--- config.mk ---
export PLATFORM = sky130hd
export DESIGN_NAME = quoted_string_list_parser_unit
export DESIGN_NICKNAME = d
export VERILOG_FILES = /design/src/hw/rtl/qslp_pkg.sv /design/src/hw/rtl/quoted_string_list_parser_unit.sv /design/src/hw/rtl/qslp_front.sv /design/src/hw/rtl/qslp_fifo.sv /design/src/hw/rtl/qslp_back.sv
export SDC_FILE = /design/constraint.sdc
export NUM_CORES = 1
export LEC_CHECK = 0
export BUFFER_PORTS_ARGS = -buffer_cell sky130_fd_sc_hd__clkbuf_2
export CELL_PAD_IN_SITES_DETAIL_PLACEMENT = 1
export CELL_PAD_IN_SITES_GLOBAL_PLACEMENT = 1
export CORE_ASPECT_RATIO = 1.25
export CORE_MARGIN = 8
export CORE_UTILIZATION = 40
export CTS_CLUSTER_DIAMETER = 150
export DETAILED_ROUTE_END_ITERATION = 8
export GPL_TIMING_DRIVEN = 0
export HOLD_SLACK_MARGIN = 0.06
export PLACE_DENSITY = 0.65
export SYNTH_ARGS = -nofsm -noshare
export SYNTH_HDL_FRONTEND = slang
export SYNTH_SLANG_ARGS = --single-unit
--- constraint.sdc ---
create_clock -name clk -period 4.6 [get_ports clk]
set_clock_uncertainty 0.15 [all_clocks]
set_input_delay 0.92 -clock clk [delete_from_list [all_inputs] [get_ports clk]]
set_output_delay 0.92 -clock clk [all_outputs]
set_load 0.1 [all_outputs]
--- src/hw/rtl/qslp_pkg.sv ---
// types, codes and character constants for the quoted string list parser
// no dependencies; imported by every module of the block
package qslp_pkg;

  localparam int MAX_RESULTS = 3;

  // character constants
  localparam logic [7:0] CH_LBRACK = 8'h5b;
  localparam logic [7:0] CH_RBRACK = 8'h5d;
  localparam logic [7:0] CH_COMMA  = 8'h2c;
  localparam logic [7:0] CH_SQUOTE = 8'h27;
  localparam logic [7:0] CH_DQUOTE = 8'h22;
  localparam logic [7:0] CH_BSLASH = 8'h5c;
  localparam logic [7:0] CH_QMARK  = 8'h3f;
  localparam logic [7:0] CH_SPACE  = 8'h20;
  localparam logic [7:0] CH_TAB    = 8'h09;
  localparam logic [7:0] CH_LF     = 8'h0a;
  localparam logic [7:0] CH_VT     = 8'h0b;
  localparam logic [7:0] CH_FF     = 8'h0c;
  localparam logic [7:0] CH_CR     = 8'h0d;
  localparam logic [7:0] CH_BEL    = 8'h07;
  localparam logic [7:0] CH_BS     = 8'h08;
  localparam logic [7:0] CH_LOW_T  = 8'h74;
  localparam logic [7:0] CH_LOW_N  = 8'h6e;
  localparam logic [7:0] CH_LOW_R  = 8'h72;
  localparam logic [7:0] CH_LOW_A  = 8'h61;
  localparam logic [7:0] CH_LOW_B  = 8'h62;
  localparam logic [7:0] CH_LOW_F  = 8'h66;
  localparam logic [7:0] CH_LOW_V  = 8'h76;

  // error codes
  localparam logic [2:0] ERR_NONE       = 3'd0;
  localparam logic [2:0] ERR_WANT_OPEN  = 3'd1;
  localparam logic [2:0] ERR_WANT_STR   = 3'd2;
  localparam logic [2:0] ERR_WANT_SEP   = 3'd3;
  localparam logic [2:0] ERR_WANT_CLOSE = 3'd4;
  localparam logic [2:0] ERR_BAD_STATE  = 3'd5;

  typedef enum logic [2:0] {
    PH_START   = 3'd0,
    PH_OPENED  = 3'd1,
    PH_WANTSTR = 3'd2,
    PH_WANTSEP = 3'd3,
    PH_INSTR   = 3'd4,
    PH_ESCAPE  = 3'd5,
    PH_EMPTY   = 3'd6,
    PH_ERROR   = 3'd7
  } phase_t;

  typedef enum logic [1:0] {
    KIND_CHAR     = 2'd0,
    KIND_STR_END  = 2'd1,
    KIND_ERROR    = 2'd2,
    KIND_TEXT_END = 2'd3
  } kind_t;

  typedef struct packed {
    logic [7:0] byte_in;
    logic       final_byte;
  } in_word_t;

  typedef struct packed {
    kind_t      kind;
    logic [7:0] char_out;
    logic [2:0] error_code;
    logic       open_dropped;
    logic       run_last;
  } out_word_t;

  // all results caused by one input byte
  typedef struct packed {
    logic [1:0]                  n;
    out_word_t [MAX_RESULTS-1:0] res;
  } job_t;

  // front to queue
  typedef struct packed {
    logic wr;
    job_t job;
  } q_wr_t;

  // queue head seen by the back end
  typedef struct packed {
    logic empty;
    job_t job;
  } q_head_t;

endpackage

--- src/hw/rtl/quoted_string_list_parser_unit.sv ---
// top level of the quoted string list parser: front end, job queue, back end
// depends on qslp_pkg, qslp_front, qslp_fifo, qslp_back
//
// usage
//   input channel: one text byte per word on in_word (byte_in, final_byte);
//     a word is taken at a clock edge with push high and full low
//   result channel: the oldest result word sits on out_word while empty is
//     low; it is taken at a clock edge with pop high and empty low
//   each byte gives zero to three result words; run_last marks the last one
//     of a byte, and a byte flagged final always ends with an end-of-text word
//   path: a byte is parsed and its job written into the queue at the edge that
//     takes it; the job is loaded into the back end at a later edge, once the
//     back end holds no word or its last word of the current job is popped
//   throughput: one byte per cycle into the front end while full is low and one
//     result word per cycle out of the back end while pop is high; bytes with more
//     than one result drain at one word per cycle, so a run of them backs up the job queue
//   stalls: with pop low the back end holds its word and the job queue
//     (QUEUE_DEPTH jobs) fills; full rises once it holds QUEUE_DEPTH jobs
//   reset: parser back at expect-opening-bracket, queue and output empty
module quoted_string_list_parser_unit
  import qslp_pkg::*;
#(
  parameter int QUEUE_DEPTH = 4
) (
  input  logic      clk,
  input  logic      rst_n,
  input  logic      push,
  output logic      full,
  input  in_word_t  in_word,
  input  logic      pop,
  output logic      empty,
  output out_word_t out_word
);

  // byte accepted this edge
  logic    accept;
  // front end job write into the queue
  q_wr_t   q_wr;
  // queue head and read strobe from the back end
  q_head_t head;
  logic    rd;

  assign accept = push && !full;

  // parse state machine, one byte per cycle while the job queue is not full
  qslp_front u_front (
    .clk     (clk),
    .rst_n   (rst_n),
    .accept  (accept),
    .in_word (in_word),
    .q_wr    (q_wr)
  );

  // decouples byte intake from result drain
  qslp_fifo #(
    .DEPTH (QUEUE_DEPTH)
  ) u_fifo (
    .clk   (clk),
    .rst_n (rst_n),
    .q_wr  (q_wr),
    .rd    (rd),
    .full  (full),
    .head  (head)
  );

  // result serializer and output register
  qslp_back u_back (
    .clk      (clk),
    .rst_n    (rst_n),
    .head     (head),
    .rd       (rd),
    .pop      (pop),
    .empty    (empty),
    .out_word (out_word)
  );

endmodule

--- src/hw/rtl/qslp_front.sv ---
// front end: parse state machine, turns each accepted byte into a job of results
// depends on qslp_pkg
module qslp_front
  import qslp_pkg::*;
(
  input  logic     clk,
  input  logic     rst_n,
  input  logic     accept,
  input  in_word_t in_word,
  output q_wr_t    q_wr
);

  phase_t phase_r, phase_nxt;
  logic   qd_r, qd_nxt;

  logic [7:0]                  c;
  logic [7:0]                  quote_ch;
  logic [7:0]                  esc_ch;
  logic                        esc_known;
  logic                        is_quote;
  logic [1:0]                  cnt;
  out_word_t [MAX_RESULTS-1:0] res;

  function automatic logic blank_byte(input logic [7:0] b);
    return b == CH_SPACE || b == CH_TAB || b == CH_LF ||
           b == CH_VT || b == CH_FF || b == CH_CR;
  endfunction

  always_ff @(posedge clk) begin
    if (!rst_n) begin
      phase_r <= PH_START;
      qd_r    <= 1'b0;
    end else if (accept) begin
      phase_r <= phase_nxt;
      qd_r    <= qd_nxt;
    end
  end

  // escape decode
  always_comb begin
    esc_known = 1'b1;
    esc_ch    = c;
    unique case (c)
      CH_BSLASH, CH_DQUOTE, CH_SQUOTE, CH_QMARK: esc_ch = c;
      CH_LOW_T: esc_ch = CH_TAB;
      CH_LOW_N: esc_ch = CH_LF;
      CH_LOW_R: esc_ch = CH_CR;
      CH_LOW_A: esc_ch = CH_BEL;
      CH_LOW_B: esc_ch = CH_BS;
      CH_LOW_F: esc_ch = CH_FF;
      CH_LOW_V: esc_ch = CH_VT;
      default: begin
        esc_ch    = c;
        esc_known = 1'b0;
      end
    endcase
  end

  always_comb begin
    c         = in_word.byte_in;
    is_quote  = c == CH_SQUOTE || c == CH_DQUOTE;
    quote_ch  = qd_r ? CH_DQUOTE : CH_SQUOTE;
    phase_nxt = phase_r;
    qd_nxt    = qd_r;
    cnt       = 2'd0;
    res       = '0;
    unique case (phase_r)
      PH_START: begin
        if (c == CH_LBRACK) begin
          phase_nxt = PH_OPENED;
        end else begin
          res[cnt]  = '{KIND_ERROR, 8'd0, ERR_WANT_OPEN, 1'b0, 1'b0};
          cnt       = cnt + 2'd1;
          phase_nxt = PH_ERROR;
        end
      end
      PH_OPENED: begin
        if (!blank_byte(c)) begin
          if (is_quote) begin
            qd_nxt    = c == CH_DQUOTE;
            phase_nxt = PH_INSTR;
          end else if (c == CH_RBRACK) begin
            phase_nxt = PH_EMPTY;
          end else begin
            res[cnt]  = '{KIND_ERROR, 8'd0, ERR_WANT_CLOSE, 1'b0, 1'b0};
            cnt       = cnt + 2'd1;
            phase_nxt = PH_ERROR;
          end
        end
      end
      PH_WANTSTR: begin
        if (!blank_byte(c)) begin
          if (is_quote) begin
            qd_nxt    = c == CH_DQUOTE;
            phase_nxt = PH_INSTR;
          end else begin
            res[cnt]  = '{KIND_ERROR, 8'd0, ERR_WANT_STR, 1'b0, 1'b0};
            cnt       = cnt + 2'd1;
            phase_nxt = PH_ERROR;
          end
        end
      end
      PH_WANTSEP: begin
        if (!blank_byte(c)) begin
          if (c == CH_COMMA) begin
            phase_nxt = PH_WANTSTR;
          end else if (c == CH_RBRACK) begin
            phase_nxt = PH_START;
          end else begin
            res[cnt]  = '{KIND_ERROR, 8'd0, ERR_WANT_SEP, 1'b0, 1'b0};
            cnt       = cnt + 2'd1;
            phase_nxt = PH_ERROR;
          end
        end
      end
      PH_INSTR: begin
        if (c == CH_BSLASH) begin
          phase_nxt = PH_ESCAPE;
        end else if (c == quote_ch) begin
          res[cnt]  = '{KIND_STR_END, 8'd0, ERR_NONE, 1'b0, 1'b0};
          cnt       = cnt + 2'd1;
          phase_nxt = PH_WANTSEP;
        end else begin
          res[cnt] = '{KIND_CHAR, c, ERR_NONE, 1'b0, 1'b0};
          cnt      = cnt + 2'd1;
        end
      end
      PH_ESCAPE: begin
        if (!esc_known) begin
          res[cnt] = '{KIND_CHAR, CH_BSLASH, ERR_NONE, 1'b0, 1'b0};
          cnt      = cnt + 2'd1;
        end
        res[cnt]  = '{KIND_CHAR, esc_ch, ERR_NONE, 1'b0, 1'b0};
        cnt       = cnt + 2'd1;
        phase_nxt = PH_INSTR;
      end
      PH_EMPTY: begin
        res[cnt]  = '{KIND_ERROR, 8'd0, ERR_BAD_STATE, 1'b0, 1'b0};
        cnt       = cnt + 2'd1;
        phase_nxt = PH_ERROR;
      end
      PH_ERROR: begin
        phase_nxt = PH_ERROR;
      end
    endcase

    // end of text closes everything
    if (in_word.final_byte) begin
      res[cnt] = '{KIND_TEXT_END, 8'd0, ERR_NONE,
                   (phase_nxt == PH_INSTR || phase_nxt == PH_ESCAPE), 1'b0};
      cnt       = cnt + 2'd1;
      phase_nxt = PH_START;
      qd_nxt    = 1'b0;
    end

    for (int i = 0; i < MAX_RESULTS; i++) begin
      res[i].run_last = (cnt != 2'd0) && (2'(i) == cnt - 2'd1);
    end

    q_wr.wr      = accept && (cnt != 2'd0);
    q_wr.job.n   = cnt;
    q_wr.job.res = res;
  end

  a_final_restarts: assert property (@(posedge clk) disable iff (!rst_n)
    accept && in_word.final_byte |=> phase_r == PH_START && !qd_r)
    else $error("parser not back at start after final byte");

  a_final_ends_job: assert property (@(posedge clk) disable iff (!rst_n)
    accept && in_word.final_byte |->
      q_wr.wr && q_wr.job.res[q_wr.job.n - 2'd1].kind == KIND_TEXT_END)
    else $error("final byte job does not end with text end");

endmodule

--- src/hw/rtl/qslp_fifo.sv ---
// short job queue between front and back end
// depends on qslp_pkg
module qslp_fifo
  import qslp_pkg::*;
#(
  parameter int DEPTH = 4
) (
  input  logic    clk,
  input  logic    rst_n,
  input  q_wr_t   q_wr,
  input  logic    rd,
  output logic    full,
  output q_head_t head
);

  localparam int PW = (DEPTH > 1) ? $clog2(DEPTH) : 1;
  localparam int CW = $clog2(DEPTH + 1);

  job_t          mem_r [DEPTH];
  logic [PW-1:0] wr_ptr_r, rd_ptr_r;
  logic [CW-1:0] cnt_r;
  logic          do_rd;

  assign full       = cnt_r == CW'(DEPTH);
  assign head.empty = cnt_r == '0;
  assign head.job   = mem_r[rd_ptr_r];
  assign do_rd      = rd && !head.empty;

  always_ff @(posedge clk) begin
    if (q_wr.wr) begin
      mem_r[wr_ptr_r] <= q_wr.job;
    end
  end

  always_ff @(posedge clk) begin
    if (!rst_n) begin
      wr_ptr_r <= '0;
      rd_ptr_r <= '0;
      cnt_r    <= '0;
    end else begin
      if (q_wr.wr) begin
        wr_ptr_r <= (wr_ptr_r == PW'(DEPTH - 1)) ? '0 : wr_ptr_r + 1'b1;
      end
      if (do_rd) begin
        rd_ptr_r <= (rd_ptr_r == PW'(DEPTH - 1)) ? '0 : rd_ptr_r + 1'b1;
      end
      if (q_wr.wr && !do_rd) begin
        cnt_r <= cnt_r + 1'b1;
      end else if (!q_wr.wr && do_rd) begin
        cnt_r <= cnt_r - 1'b1;
      end
    end
  end

  a_no_overflow: assert property (@(posedge clk) disable iff (!rst_n)
    q_wr.wr |-> !full)
    else $error("job queue written while full");

endmodule

--- src/hw/rtl/qslp_back.sv ---
// back end: walks the results of the head job out one word at a time
// depends on qslp_pkg
module qslp_back
  import qslp_pkg::*;
(
  input  logic      clk,
  input  logic      rst_n,
  input  q_head_t   head,
  output logic      rd,
  input  logic      pop,
  output logic      empty,
  output out_word_t out_word
);

  job_t       cur_r, cur_nxt;
  logic       valid_r, valid_nxt;
  logic [1:0] idx_r, idx_nxt;
  logic       last_res;
  logic       take;

  always_ff @(posedge clk) begin
    if (!rst_n) begin
      valid_r <= 1'b0;
      idx_r   <= 2'd0;
    end else begin
      valid_r <= valid_nxt;
      idx_r   <= idx_nxt;
    end
  end

  always_ff @(posedge clk) begin
    cur_r <= cur_nxt;
  end

  always_comb begin
    empty     = !valid_r;
    out_word  = cur_r.res[idx_r];
    last_res  = idx_r == cur_r.n - 2'd1;
    take      = !valid_r || (pop && last_res);
    rd        = take && !head.empty;
    valid_nxt = valid_r;
    idx_nxt   = idx_r;
    cur_nxt   = cur_r;
    if (valid_r && pop && !last_res) begin
      idx_nxt = idx_r + 2'd1;
    end else if (take) begin
      valid_nxt = !head.empty;
      cur_nxt   = head.job;
      idx_nxt   = 2'd0;
    end
  end

  a_idx_in_job: assert property (@(posedge clk) disable iff (!rst_n)
    valid_r |-> idx_r < cur_r.n)
    else $error("result index beyond job");

endmodule

* Word-level counts from Yosys, hierarchy flattened
Memories as Yosys holds them, arrays and structs flattened. A register that Yosys moved wholly into a read port is not among the register bits.
Cells that the tools add are included.
** Storage, ports and cells
- Bits in registers :: 14
- RAM bits :: 188
- Input bits :: 13
- Output and inout port bits :: 17
- Word-level logic and storage cells :: 166
- Memories kept :: 1
** Memory list
- u_fifo.mem_r :: words 4, width 47, read ports 1, clocked after Yosys merged registers in 1, wr ports 1, RTL line qslp_fifo.sv:19 : job_t mem_r [DEPTH];
** Cells by class
- Add/subtract/negate cells :: 9
- Order comparisons :: 5
- Equal/unequal tests :: 37
- Multiplexer cells :: 65
- Bitwise gates (word level) :: 1
- Reductions and logical operators :: 41
** Operator list (number)
- 2-to-1 mux 15 bit :: 14
- one-hot mux 15 bit (7 select lines) :: 1
- bitwise mux 45 bit :: 2
- equality test 8 x 7 -> 1 bit (second input constant) :: 10
- demux 15 bit (select 2 bit) :: 2
- one-hot mux 8 bit (7 select lines) :: 1
- 2-to-1 mux 45 bit :: 1
- equality test 8 x 4 -> 1 bit (second input constant) :: 5
- equality test 8 x 6 -> 1 bit (second input constant) :: 5
- 2-to-1 mux 3 bit :: 13
- binary-select mux 15 bit (select 2 bit) :: 1
- 2-to-1 mux 30 bit :: 1
- 2-to-1 mux 2 bit :: 12
- equality test 3 bit (second input constant) :: 7
- one-hot mux 3 bit (7 select lines) :: 1
- logical AND 1 bit :: 14
- 2-to-1 mux 14 bit :: 1
- one-hot mux 2 bit (7 select lines) :: 1
- 2-to-1 mux 1 bit :: 13
- 2-to-1 mux 12 bit :: 1
- OR reduction 11 bit :: 1
- adder 2 x 1 -> 2 bit (second input constant) :: 5
- nonzero test 2 bit :: 5
- less-than comparator 2 x 3 -> 1 bit (second input constant) :: 3
- other kinds (20) :: 38

* Logic depth before layout (Yosys ltp)
Gate-level depths: netlist of run 1.
- Depth after elaboration :: 16
- Depth in mapped cells :: 17
- Gate-level depth less buffers :: 16

* Hierarchy
A second synthesis of run 1 with hierarchy kept.
** Second synthesis, totals
- Cell total of the unflattened synthesis :: 621
- Area total of the unflattened synthesis :: 10547.6 um2
** Modules (own cells, without submodules)
- qslp_fifo :: instances 1, cells each 291, area an instance 7264.5 um2, sequential area each 5825.6 um2
- qslp_back :: instances 1, cells each 123, area an instance 1939.4 um2, sequential area each 1471.4 um2
- qslp_front :: instances 1, cells each 206, area an instance 1330.0 um2, sequential area each 80.1 um2
- quoted_string_list_parser_unit :: instances 1, cells each 1, area an instance 13.8 um2, sequential area each 0.0 um2

* Worst setup path before layout of run 1
Ideal clock, no wire load.
- Path kind :: in2reg
- Start :: input port in_word[7] (netlist bit)
- End :: register u_fifo.cnt_r[2]
- Setup time :: 76 ps
- Data arrival time :: 4362 ps
- Required time :: 4374 ps
- Slack :: 13 ps
- Stages on the path :: 17
- Buffers on the path :: 1
- Path through :: buf_6 > or4b_1 > a21oi_2 > nor3_2 > a211oi_2 > o21ai_2 > nor3_1 > ha_1 > inv_1 > o311a_4 > nor3_4 > ha_1 > inv_1 > fa_1 > xor2_1 > or3_1 > a21boi_0
** RTL lines
- start: declaration :: RTL line quoted_string_list_parser_unit.sv:29 : input in_word_t in_word,
- end signal: assignment :: RTL line qslp_fifo.sv:48 : cnt_r <= cnt_r + 1'b1;
- end signal: assignment :: RTL line qslp_fifo.sv:50 : cnt_r <= cnt_r - 1'b1;
- end: declaration :: RTL line qslp_fifo.sv:21 : logic [CW-1:0] cnt_r;

==> results of run 1 <==
area by class of cell:
type	count	area share, %
Buffer	26	1.35
Inverter	14	0.618
Clock inverter	13	1.46
Sequential cell	169	58.1
Tap cell	228	3.36
Multi-Input combinational cell	284	27.4
Timing Repair Buffer	33	2.59
Clock buffer	19	5.09
Yosys cell counts (3+ instances only):
| cell type | count | area (um2) |
|---|---|---|
| sky130_fd_sc_hd__a21oi_1 | 19 | 95.1 |
| sky130_fd_sc_hd__a22oi_1 | 3 | 22.5 |
| sky130_fd_sc_hd__clkbuf_1 | 15 | 56.3 |
| sky130_fd_sc_hd__nor2_1 | 43 | 161 |
| sky130_fd_sc_hd__nand4_1 | 3 | 18.8 |
| sky130_fd_sc_hd__xnor2_1 | 3 | 26.3 |
| sky130_fd_sc_hd__nand2_1 | 31 | 116 |
| sky130_fd_sc_hd__nor3b_1 | 3 | 22.5 |
| sky130_fd_sc_hd__a21boi_0 | 5 | 37.5 |
| sky130_fd_sc_hd__nor3_1 | 10 | 50.1 |
| sky130_fd_sc_hd__nand3_1 | 8 | 40.0 |
| sky130_fd_sc_hd__ha_1 | 9 | 113 |
| sky130_fd_sc_hd__o21ai_0 | 21 | 105 |
| sky130_fd_sc_hd__nand2b_1 | 9 | 56.3 |
| sky130_fd_sc_hd__mux2i_1 | 17 | 170 |
| sky130_fd_sc_hd__buf_1 | 4 | 15.0 |
| sky130_fd_sc_hd__and3_1 | 5 | 31.3 |
| sky130_fd_sc_hd__mux4_2 | 31 | 698 |
| sky130_fd_sc_hd__nor4_1 | 4 | 25.0 |
| sky130_fd_sc_hd__buf_2 | 5 | 25.0 |
| sky130_fd_sc_hd__o21a_1 | 3 | 22.5 |
| sky130_fd_sc_hd__and2_1 | 16 | 100 |
| sky130_fd_sc_hd__nor2b_1 | 7 | 43.8 |
| sky130_fd_sc_hd__inv_1 | 14 | 52.6 |
| sky130_fd_sc_hd__edfxtp_1 | 155 | 4650 |
| sky130_fd_sc_hd__dfxtp_1 | 14 | 280 |
sequential cells by signal, summed over array words and instances, names as in the netlist:
name,count
u_fifo.mem_r,124
u_back.cur_r,31
u_fifo.cnt_r,3
u_front.phase_r,3
u_back.idx_r,2
u_fifo.rd_ptr_r,2
u_fifo.wr_ptr_r,2
u_back.valid_r,1
u_front.qd_r,1
layer usage:
layer	wire length, um	share of wire (%)	vias up
li1	-	-	1984
met1	7340	44	2171
met2	8640	52	79
met3	512	3.1	18
met4	236	1.4	0
met5	0	0	-
worst max-delay path, delay by kind of cell:
kind                       cells  cell delay [ps]
buffers and inverters          4              440
and+or+nand+nor                4              960
xor gates and xnor gates       1              180
adders and majority gates      3             1070
AOI/OAI and AO/OA              5              930
power by group:
group,switching (mW),total [mW],leakage [nW],internal (mW)
logic,1.27,1.80,1.03,0.529
registers,0.106,2.20,1.56,2.09
clock network,0.595,1.35,0.270,0.752
kinds of logic after synthesis:
logic type / share of synthesized area (%)
muxes: 11.8
AOI/OAI and AO/OA: 5.70
and+or+nand+nor: 11.0
DFF: 66.9
adders and majority gates: 1.80
xor gates and xnor gates: 0.593
buffers and inverters: 2.27
worst max path at each step:
stage / startpoint / to / slack (ps) / depth (start not counted)
detailed placement: in_word[5] / u_fifo.cnt_r[2] / -860 / 18
finish: in_word[5] / u_fifo.cnt_r[2] / 290 / 17
global placement: in_word[5] / u_fifo.mem_r[1][3] / -1210 / 13
global route: in_word[4] / u_fifo.cnt_r[2] / -30 / 17
floorplan: in_word[7] / u_fifo.cnt_r[2] / 10 / 17
CTS: in_word[5] / u_fifo.cnt_r[2] / 20 / 18
timing repair:
item                                   4_1_cts  5_1_grt
endpoints found under the hold margin        0        0
setup buffers                                1        3
hold buffers                                 0        0
gates resized for setup                      5        4
pin swaps                                    1        4
setup endpoints to repair                   33       32
==> impl_summary.md, run 1 <==
Clock network
The number of levels the H-tree was split into is 4. The clock tree from TritonCTS is done. The root buffer selected by CTS is sky130_fd_sc_hd__clkbuf_16.

Clock latency on the worst-skew pair, taken at its later pin, is roughly 420 ps. Counting along the longest clock path gives a buffer depth of 2. The CTS clock-pin slew for the worst setup and hold paths is roughly 70 ps.

The total CTS buffers is 17. CTS saw between 150 and 200 sinks.

Placement
Prior to clock tree synthesis, the placed netlist has a worst setup slack of -864 ps. Once detailed placement completed, the half-perimeter wirelength came to approximately 11000 um. In this run the cell area measured after placement is 7860 um2. The number of buffer cells added on primary ports is 26.

The post-placement cell count is between 700 and 800. Routability-driven placement finished with a final weighted congestion of slightly above 0.8.

Global routing
Global routing used roughly 15% of the available tracks across all layers. The met1 capacity usage during global routing is a little under a fifth. For met3 alone, demand over resource in global routing was between 3 and 4%. The layer flagged by global routing as most heavily used is met2. The number of antenna violations at the first check in global routing is 0. The aggregate global routing overflow is 0. The met2 track demand over resource is ~26%. The number of global-route vias before repair came to between 4000 and 5000. The largest net degree at the start of global routing is 33. The global-route wire length before repair is 26300 um.

Synthesis
A synthesized cell averages around 15 um2. For this run, the leading register cell type out of synthesis is sky130_fd_sc_hd__edfxtp_1. For this run, asynchronously set or reset flops after synthesis account for 0%.

Of the synthesized area, sequential elements account for approximately 67%. After synthesis the cells add up to roughly 7400 um2. The count of unique library cells instantiated by Yosys is 55.

The count of flip-flops with a built-in enable after synthesis is ~160. After synthesis the netlist holds a flip-flop and latch count of ~170. The synthesized netlist cell count is 493.

The net count of the mapped netlist is around 520. The count of yosys warnings during synthesis is 0.

Setup path
The critical path is of the in2reg type. Among all stages on the critical path, the largest delay is contributed by sky130_fd_sc_hd__o21bai_1. Counting cells, the worst reg-to-reg path comes to 15. The signal on the critical path passes through clkbuf_2 -> buf_2 -> nand2b_1 -> a21o_1 -> a21oi_1 -> o21bai_1 -> nand3_1 -> ha_1 -> inv_1 -> o311a_4 -> nor3_4 -> ha_1 -> inv_1 -> fa_1 -> xor2_1 -> or3_1 -> a21boi_0. The worst setup path is launched from a primary input. The slack of the worst reg-to-reg path is roughly 860 ps. The data required time of the worst path is around 4800 ps. The worst register-to-register path begins at u_front.phase_r[0]. The arrival time at the worst endpoint is around 4500 ps. The endpoint identified for the worst register-to-register timing path is u_fifo.cnt_r[2]. The highest cell delay on the worst timing path is around 460 ps. In this run the worst path has a maximum fanout of 10.

STA classifies the critical path endpoint as a flop.

STA
In this run the tightest slew margin relative to its limit is ~33%. The post-route minimum period is 4310 ps. The final cycle utilization of the critical path is between 90% and 100%. The setup TNS is 0 ps. The worst path setup slack after routing is between 200 and 300 ps. Hold is met by 355 ps. The count of final max-slew check failures is 0.

The maximum clock rate is 0.232 GHz. Setup violations remaining at the end of the flow were counted as 0. For the pin with the worst max-slew slack, the measured transition is approximately 1000 ps. The number of failing hold endpoints at the final stage is 0.

Finish
The net count of the finished layout is ~570. The multi-input combinational cells in the finished layout cover a total of about 2300 um2. Of the cells placed in the final design, the portion with a size suffix greater than 1 is 21.7%.

The filler cells instantiated in the layout total approximately 1800. The end-of-flow core utilization is between 40% and 50%. 0 antenna diodes ended up in the layout. Relative to the synthesized area, the layout overhead comes to 15.1%. Leaving out fill and tap cells, the most frequent cells in the layout are sky130_fd_sc_hd__edfxtp_1 (155), sky130_fd_sc_hd__nor2_1 (42), sky130_fd_sc_hd__mux4_2 (31), sky130_fd_sc_hd__nand2_1 (30), sky130_fd_sc_hd__clkbuf_2 (26). The final instance area is 8500 um2.

The most common cell after layout, fill and taps aside is sky130_fd_sc_hd__edfxtp_1. The sequential cells in the finished layout cover a total of just under 5000 um2. The finished layout holds 786 standard cells, fillers aside.

Routing
The post-detailed-route via-to-cell ratio is 5.41. The first-pass iteration count of the detailed router is 4. After detailed routing, the average wire length per cell comes to roughly 21 um. Once detail routing completed, the nets flagged for antenna violations numbered 0. The total wire length is ~17000 um. The iteration-0 DRC count of the detailed router is between 200 and 250.

The total DRC errors in the routed layout is 0. The total number of vias is approximately 4300.

Floorplan
From bottom edge to top edge, the die measures 168 um. The die covers 23100 um2. Measured along the x axis, the die boundary spans about 140 um. For this configuration, the core starts out at a cell density of 40.8%. The core outline area is around 18000 um2. The initialized floorplan defines 55 standard-cell rows. The number of placed I/O pins is 30.

Power and ir drop
The design draws 5.35 mW. The maximum ir drop on the vdd rail is around 0.00034 V. The leakage dissipation is between 2 and 3 nW. The power per standard cell area is between 600 and 700 nW/um2.

Worst hold path
The cell depth of the worst min-delay path is 2. The critical hold path startpoint is u_fifo.wr_ptr_r[1]. The end point of the most critical hold path is u_fifo.wr_ptr_r[1]. The class of the tightest hold or removal check is reg2reg.

Job
The reported max-cap violation count is 0.

Status
The flow ran to the end, and the final reports show no timing, DRC or antenna violations.
Note: power is estimated with default switching activity, not from simulation.
==> run 2, diff against run 1 <==
--- a/config.mk
+++ b/config.mk
@@ -15,7 +15,7 @@
 export DETAILED_ROUTE_END_ITERATION = 8
 export GPL_TIMING_DRIVEN = 0
 export HOLD_SLACK_MARGIN = 0.06
-export PLACE_DENSITY = 0.65
+export PLACE_DENSITY = 0.63
 export SYNTH_ARGS = -nofsm -noshare
 export SYNTH_HDL_FRONTEND = slang
 export SYNTH_SLANG_ARGS = --single-unit
==> constraint.sdc (replaced) <==
create_clock -name clk -period 5.6 [get_ports clk]
set_clock_uncertainty 0.15 [all_clocks]
set_input_delay 1.12 -clock clk [delete_from_list [all_inputs] [get_ports clk]]
set_output_delay 1.12 -clock clk [all_outputs]
set_load 0.1 [all_outputs]
==> run 2 against run 1 <==
Net effect:
- first-iteration DRC count rose by 11%
- total power fell by 18%
- non-clock buffer count shrank 4
- sequential power down 18%
- utilization shrank 0.32 points
- highest routed layer unchanged
- sequential cell count unchanged
- via count is the same
- register-to-register slack improved by 540 ps
- final cell count decreased by 0.38%
- global-route usage decreased by 0.57 points
- critical endpoint unchanged
- largest cell class unchanged
- clock power fell by 17%
==> impl_summary.md, run 2 (same netlist as run 1, synthesis figures left out) <==
Power and ir drop
The power per standard cell area is around 520 nW/um2. The internal power consumption is between 2 and 3 mW. The worst-case IR drop observed on VDD is about 0.0002 V.

The part of the power in registers is 41.0%. The share of total power dissipated in combinational logic is 33.4%. The fraction of power spent switching nets is 36.7%.

The sum of internal, switching and leakage power is ~4.4 mW. Summed over all cells, the static leakage comes to 2.84 nW. The clock network fraction of design power is between 20% and 30%.

The switching power of the nets is around 1.6 mW.

Clock network
TritonCTS created 17 clock buffers. Clock-pin slew was measured on the worst setup and hold paths at roughly 70 ps. The number of hold buffers added after CTS was 0. The clock tree from TritonCTS is done.

The root buffer selected by CTS is sky130_fd_sc_hd__clkbuf_16. The post-cts sizing count is 0. The H-tree was split into 4 levels. The number of sinks on the clock net is between 150 and 200. The clock tree buffer depth is 2. The clock network latency to the later pin of the worst-skew pair is 420 ps. Once the clock tree was built, the setup fixing pass inserted 0 buffers.

STA
Final hold analysis gives a worst-case slack of between 300 and 400 ps. For the finished layout, the period the worst path requires is 5170 ps. For the pin with the worst max-slew slack, the measured transition is between 900 and 1000 ps. Setup slack on the critical path of the routed design comes to around 430 ps. The final count of negative-setup-slack endpoints is 0.

The final cycle utilization of the critical path is 92.3%. Static timing analysis puts the maximum clock frequency at roughly 0.19 GHz. The relative slew slack is 33.9%. The count of final max-slew check failures is 0. For the final routed database, the setup TNS stands at 0 ps. Setup repair after global routing left no endpoint under its margin. The number of failing hold endpoints at the final stage is 0.

Global routing
After global routing the overflow that remains totals 0. The number of antenna violations at the first check in global routing is 0. The global-route wire length before repair is roughly 26000 um.

Entering global routing, the biggest net connects 32 pins. The number of global-route vias before repair came to about 4600. The global-route total usage across every layer is between 10 and 15%.

Worst hold path
The critical hold path startpoint is u_fifo.wr_ptr_r[1]. The class of the tightest hold or removal check is reg2reg.

Finish
For this run, the number of standard cells in the final layout without fillers is between 700 and 800. For this run, the post-layout net count is 564. Compared with the post-synthesis result, the final layout area differs by 14.3%. The final instance area is 8440 um2. Leaving out fill and tap cells, the most frequent cells in the layout are sky130_fd_sc_hd__edfxtp_1 (155), sky130_fd_sc_hd__nor2_1 (43), sky130_fd_sc_hd__nand2_1 (31), sky130_fd_sc_hd__mux4_2 (31), sky130_fd_sc_hd__clkbuf_2 (26). The post-route netlist has roughly 20% of its cells at a drive strength greater than 1.

The largest register by flop count is u_fifo.mem_r. Measured on the finished design, the core utilization comes to about 47%. The largest registers in the layout are u_fifo.mem_r: 124 flops, u_back.cur_r: 31 flops. The register with the most flip-flops in the layout has roughly 120 of them. Leaving out fill and tap cells, the most frequent cell in the layout is sky130_fd_sc_hd__edfxtp_1.

Floorplan
In this run the horizontal extent of the chip is around 140 um. The number of placed I/O pins is 30. In this run the vertical extent of the chip is ~170 um. In this run the core area contains between 50 and 60 standard-cell rows. The core outline area is 18100 um2. For this configuration, the core starts out at a cell density of 40.8%. The area enclosed by the die boundary is between 20000 and 25000 um2.

Setup path
The data required time of the worst path is 5800 ps. In this run the critical register-to-register path is launched from u_front.phase_r[0]. The arrival time at the worst endpoint is roughly 5400 ps. The category of the worst setup path capture point is a flop.

The largest fanout of any net on the critical path is 10. The worst setup path startpoint is in_word[5]. The critical path class is in2reg. The nature of the critical path startpoint is a primary input.

Routing
The total number of vias is ~4300. The total wire length is around 16000 um. For this run, design rule violations remaining after detail routing come to 0. After the first detailed-routing iteration, the DRC count stood at about 260. In this run the remaining antenna-violating nets after routing total 0. The post-detailed-route via-to-cell ratio is between 5 and 6. The first-pass iteration count of the detailed router is 4. In the final routed layout, each cell accounts on average for slightly above 20 um.

Placement
Once detailed placement completed, the half-perimeter wirelength came to roughly 11000 um. The number of buffer cells added on primary ports is 26. The post-place instance area is approximately 7900 um2. The final weighted congestion of routability-driven global placement is 0.812. Once placement completed, the tool counted placed cells totaling 750. Prior to clock tree synthesis, the placed netlist has a worst setup slack of -38.8 ps.

Status
The flow ran to the end, and the final reports show no timing, DRC or antenna violations.

Job
The reported max-cap violation count is 0.
[run 2: final timing paths]
check,endpoint,slack [ps],depth (start not counted)
setup / recovery,u_fifo.cnt_r[2],430,18
hold / removal,u_fifo.wr_ptr_r[1],360,2
setup reg to reg,u_fifo.cnt_r[2],1400,15
hold reg to reg,u_fifo.wr_ptr_r[1],360,2
[run 2: cell type report]
cell class / count / area (um2)
fillers: 1825 / 9660
diodes: 1 / 2.50
plain buffers: 26 / 115
repair buffers: 29 / 198
well taps: 228 / 285
clock inverters: 13 / 135
flip-flops and latches: 169 / 4930
clock buffers: 19 / 433
multi-input cells: 284 / 2280
inverters: 14 / 52.6
[run 2: worst max-delay path, cell delays in order]
cell,delay (ps)
sky130_fd_sc_hd__clkbuf_2,110
sky130_fd_sc_hd__buf_2,210
sky130_fd_sc_hd__nand4b_1,240
sky130_fd_sc_hd__nor4_1,510
sky130_fd_sc_hd__nor4_1,140
sky130_fd_sc_hd__a21oi_1,230
sky130_fd_sc_hd__o21ai_2,130
sky130_fd_sc_hd__nor3_1,500
sky130_fd_sc_hd__ha_1,250
sky130_fd_sc_hd__inv_1,50
sky130_fd_sc_hd__o311a_4,130
sky130_fd_sc_hd__nor3_4,340
sky130_fd_sc_hd__ha_1,250
sky130_fd_sc_hd__inv_1,70
sky130_fd_sc_hd__fa_1,430
sky130_fd_sc_hd__xor2_1,190
sky130_fd_sc_hd__or3_1,310
sky130_fd_sc_hd__a21boi_0,160
[run 2: power groups by stage]
stage | registers, mW | logic [mW] | clock network (mW)
2_1_floorplan | 1.80 | 1.16 | 0
3_3_place_gp | 1.82 | 1.43 | 0
3_5_place_dp | 1.83 | 1.50 | 0
4_1_cts | 1.81 | 1.50 | 1.14
5_1_grt | 1.83 | 1.57 | 1.19
6_report | 1.80 | 1.47 | 1.12
[run 2: layer usage]
metal | part of all wire, % | global-route usage [%]
met4 | 0.71 | 4.12
met5 | 0 | 0
met3 | 2.7 | 2.95
met1 | 44 | 17.8
met2 | 53 | 25.5
==> run 3, diff against run 2 <==
--- a/config.mk
+++ b/config.mk
@@ -8,7 +8,7 @@
 export BUFFER_PORTS_ARGS = -buffer_cell sky130_fd_sc_hd__clkbuf_2
 export CELL_PAD_IN_SITES_DETAIL_PLACEMENT = 1
 export CELL_PAD_IN_SITES_GLOBAL_PLACEMENT = 1
-export CORE_ASPECT_RATIO = 1.25
+export CORE_ASPECT_RATIO = 1.5
 export CORE_MARGIN = 8
 export CORE_UTILIZATION = 40
 export CTS_CLUSTER_DIAMETER = 150
==> run 3 against run 2 <==
Net effect:
- register-to-register slack better by 50 ps
- setup slack better by 90 ps
- combinational power down 3%
- via count down 1.9%
- global-route usage down 0.055 points
- utilization down 0.81 points
- highest routed layer unchanged
==> impl_summary.md, run 3 (same netlist as run 1, synthesis figures left out) <==
Setup path
The slack of the worst reg-to-reg path is between 1000 and 1500 ps. STA puts the critical path data required time at approximately 5800 ps. The arrival time at the worst endpoint is about 5300 ps.

The most critical setup path has its endpoint at u_fifo.cnt_r[2]. Counting cells, the worst reg-to-reg path comes to 15. The worst setup path is launched from a primary input. The worst reg2reg path endpoint is u_fifo.cnt_r[2]. The launching point of the worst reg2reg path is u_front.phase_r[0]. The largest fanout of any net on the critical path is 10. The critical path class is in2reg. The category of the worst setup path capture point is a flop.

In this run the worst setup path begins at in_word[5].

STA
In the finished design, the share of the clock period the worst path needs comes to about nine tenths. The number of failing hold endpoints at the final stage is 0. In this run the tightest slew margin relative to its limit is 29.4%. The worst-case hold slack is 366 ps.

The post-route minimum period is ~5100 ps. Setup total negative slack on the finished layout was measured at 0 ps. The count of final max-slew check failures is 0. The worst path setup slack after routing is ~520 ps. For the pin with the worst max-slew slack, the measured transition is about 1000 ps. Setup repair after global routing left no endpoint under its margin. Static timing analysis puts the maximum clock frequency at around 0.20 GHz. Setup violations remaining at the end of the flow were counted as 0.

Routing
The post-detailed-route via-to-cell ratio is approximately 5.4. The count of nets left with antenna violations once routing finished came out at 0. Wires add up to about 16000 um. The first-pass iteration count of the detailed router is 4. The routed layout has ~4200 vias. After detailed routing, the number of remaining DRC violations is 0.

In the final routed layout, each cell accounts on average for 20.7 um. The first routing iteration left between 150 and 200 violations.

Floorplan
The die is around 130 um wide. The starting density of the core is between 40% and 50%. The number of rows in the core area is 61.

The floorplan step set the die height to ~180 um. The core outline area is between 15000 and 20000 um2. The number of placed I/O pins is 30. The floorplan step defined a die boundary enclosing between 20000 and 25000 um2.

Clock network
The number of levels the H-tree was split into is 4. The root buffer selected by CTS is sky130_fd_sc_hd__clkbuf_16. After clock tree synthesis, the clock-pin slew on the worst setup and hold paths is ~60 ps. Clock latency on the worst-skew pair, taken at its later pin, is about 420 ps. The clock tree from TritonCTS is done. Gates resized during post-CTS repair numbered 0. The clock tree buffer depth is 2. The number of sinks on the clock net is 169. Counting the buffers created by CTS gives 17. The total of hold buffers inserted after clock tree synthesis is 0. The buffers inserted during post-CTS setup optimization is 0.

Global routing
The number of antenna violations at the first check in global routing is 0. Entering global routing, the biggest net connects 33 pins. The global-route total usage across every layer is 14.6%.

The number of global-route vias before repair was 4639. The aggregate global routing overflow is 0. The global-route wire length before repair is between 20000 and 30000 um.

Finish
The area overhead of the layout relative to synthesis is 13.7%. The top cell types in the final layout, fill and taps aside, are sky130_fd_sc_hd__edfxtp_1 (155), sky130_fd_sc_hd__nor2_1 (43), sky130_fd_sc_hd__mux4_2 (31), sky130_fd_sc_hd__nand2_1 (30), sky130_fd_sc_hd__clkbuf_2 (26). The end-of-flow core utilization is between 40 and 50%. The most common cell after layout, fill and taps aside is sky130_fd_sc_hd__edfxtp_1. Counting the fill cells in the layout gives around 1800. The net count of the finished layout is between 500 and 600. Counting flops per register, the top entry is u_fifo.mem_r. The register with the most flip-flops in the layout has between 100 and 150 of them. The repair_antennas step left the layout with diodes totalling 0. The largest registers in the layout are u_fifo.mem_r: 124 flops, u_back.cur_r: 31 flops. The share of layout cells above drive strength 1 is about a fifth.

Placement
Summed over all nets, the half-perimeter wirelength after detailed placement is roughly 11000 um. The final weighted congestion of routability-driven global placement is around 0.86. The count of buffers added on input and output ports is 26. Timing analysis after detailed placement gives a worst setup slack of between 15 and 20 ps.

Power and ir drop
Dividing total power by cell area gives a power density of between 500 and 600 nW/um2. The maximum ir drop on the vdd rail is roughly 0.00024 V. Summed over all cells, the static leakage comes to 2.81 nW.

Status
The run finished with clean final reports.

Job
The reported max-cap violation count is 0.

Worst hold path
The class of the tightest hold or removal check is reg2reg.
==> run 3: changes by cell type in the layout (fill, tap and decap cells not counted), sizes merged, moves of 2 or more <==
| cell | before | now |
|---|---|---|
| bufinv | 1 | 3 |
| buf | 14 | 11 |
| inv | 21 | 18 |
| clkinvlp | 1 | 3 |
==> run 3: layout make-up <==
cell class / instances / area, um2 / share of cell area [%]
Clock inverter: 13 / 170 / 2.03
Multi-Input combinational cell: 284 / 2290 / 27.2
Timing Repair Buffer: 26 / 130 / 1.55
Tap cell: 220 / 275 / 3.28
Inverter: 14 / 52.6 / 0.626
Buffer: 26 / 115 / 1.37
Clock buffer: 18 / 429 / 5.11
Sequential cell: 169 / 4930 / 58.8
==> run 3: worst min path at each step <==
stage	start	endpoint	depth (start not counted)
after floorplan	u_back.valid_r	u_back.idx_r[1]	2
after global placement	u_fifo.wr_ptr_r[1]	u_fifo.wr_ptr_r[1]	2
after detailed placement	u_back.valid_r	u_back.idx_r[1]	2
after CTS	u_back.valid_r	u_back.idx_r[1]	2
after global routing	u_fifo.wr_ptr_r[1]	u_fifo.wr_ptr_r[1]	2
final	u_back.valid_r	u_back.idx_r[1]	2
==> run 3: critical path, stage by stage <==
cell and delay [ps]:
sky130_fd_sc_hd__clkbuf_2 110, sky130_fd_sc_hd__buf_2 210, sky130_fd_sc_hd__nand4b_1 230, sky130_fd_sc_hd__nor4_1 480, sky130_fd_sc_hd__nor4_1 130, sky130_fd_sc_hd__a21oi_1 250
sky130_fd_sc_hd__o21ai_2 130, sky130_fd_sc_hd__nor3_1 480, sky130_fd_sc_hd__ha_1 240, sky130_fd_sc_hd__inv_1 60, sky130_fd_sc_hd__o311a_4 130, sky130_fd_sc_hd__nor3_4 330
sky130_fd_sc_hd__ha_1 240, sky130_fd_sc_hd__inv_1 70, sky130_fd_sc_hd__fa_1 430, sky130_fd_sc_hd__xor2_1 180, sky130_fd_sc_hd__or3_1 300, sky130_fd_sc_hd__a21boi_0 150
==> run 3: report_power, final <==
group / total [mW] / leakage, nW / switching [mW] / internal, mW
sequential: 1.81 / 1.56 / 0.0840 / 1.72
clock: 1.18 / 0.284 / 0.478 / 0.705
combinational: 1.43 / 0.974 / 1.02 / 0.411
total: 4.42 / 2.81 / 1.59 / 2.84
==> run 3: stage by stage <==
stage                     std cells  total power, mW  cell area [um2]
final                           770             4.42             8390
after global routing            770             4.61             8390
after CTS                       770             4.48             8390
after detailed placement        739             3.29             7790
after global placement          739             3.25             7790
after floorplan                 493             2.96             7380
==> run 3: metal layers <==
| layer | track usage, % | vias to the layer above | routed length (um) |
|---|---|---|---|
| met2 | 26.3 | 65 | 8620 |
| met4 | 7.21 | 0 | 463 |
| met5 | 0 | - | 0 |
| li1 | - | 1967 | - |
| met3 | 2.31 | 23 | 365 |
| met1 | 16.2 | 2117 | 6490 |
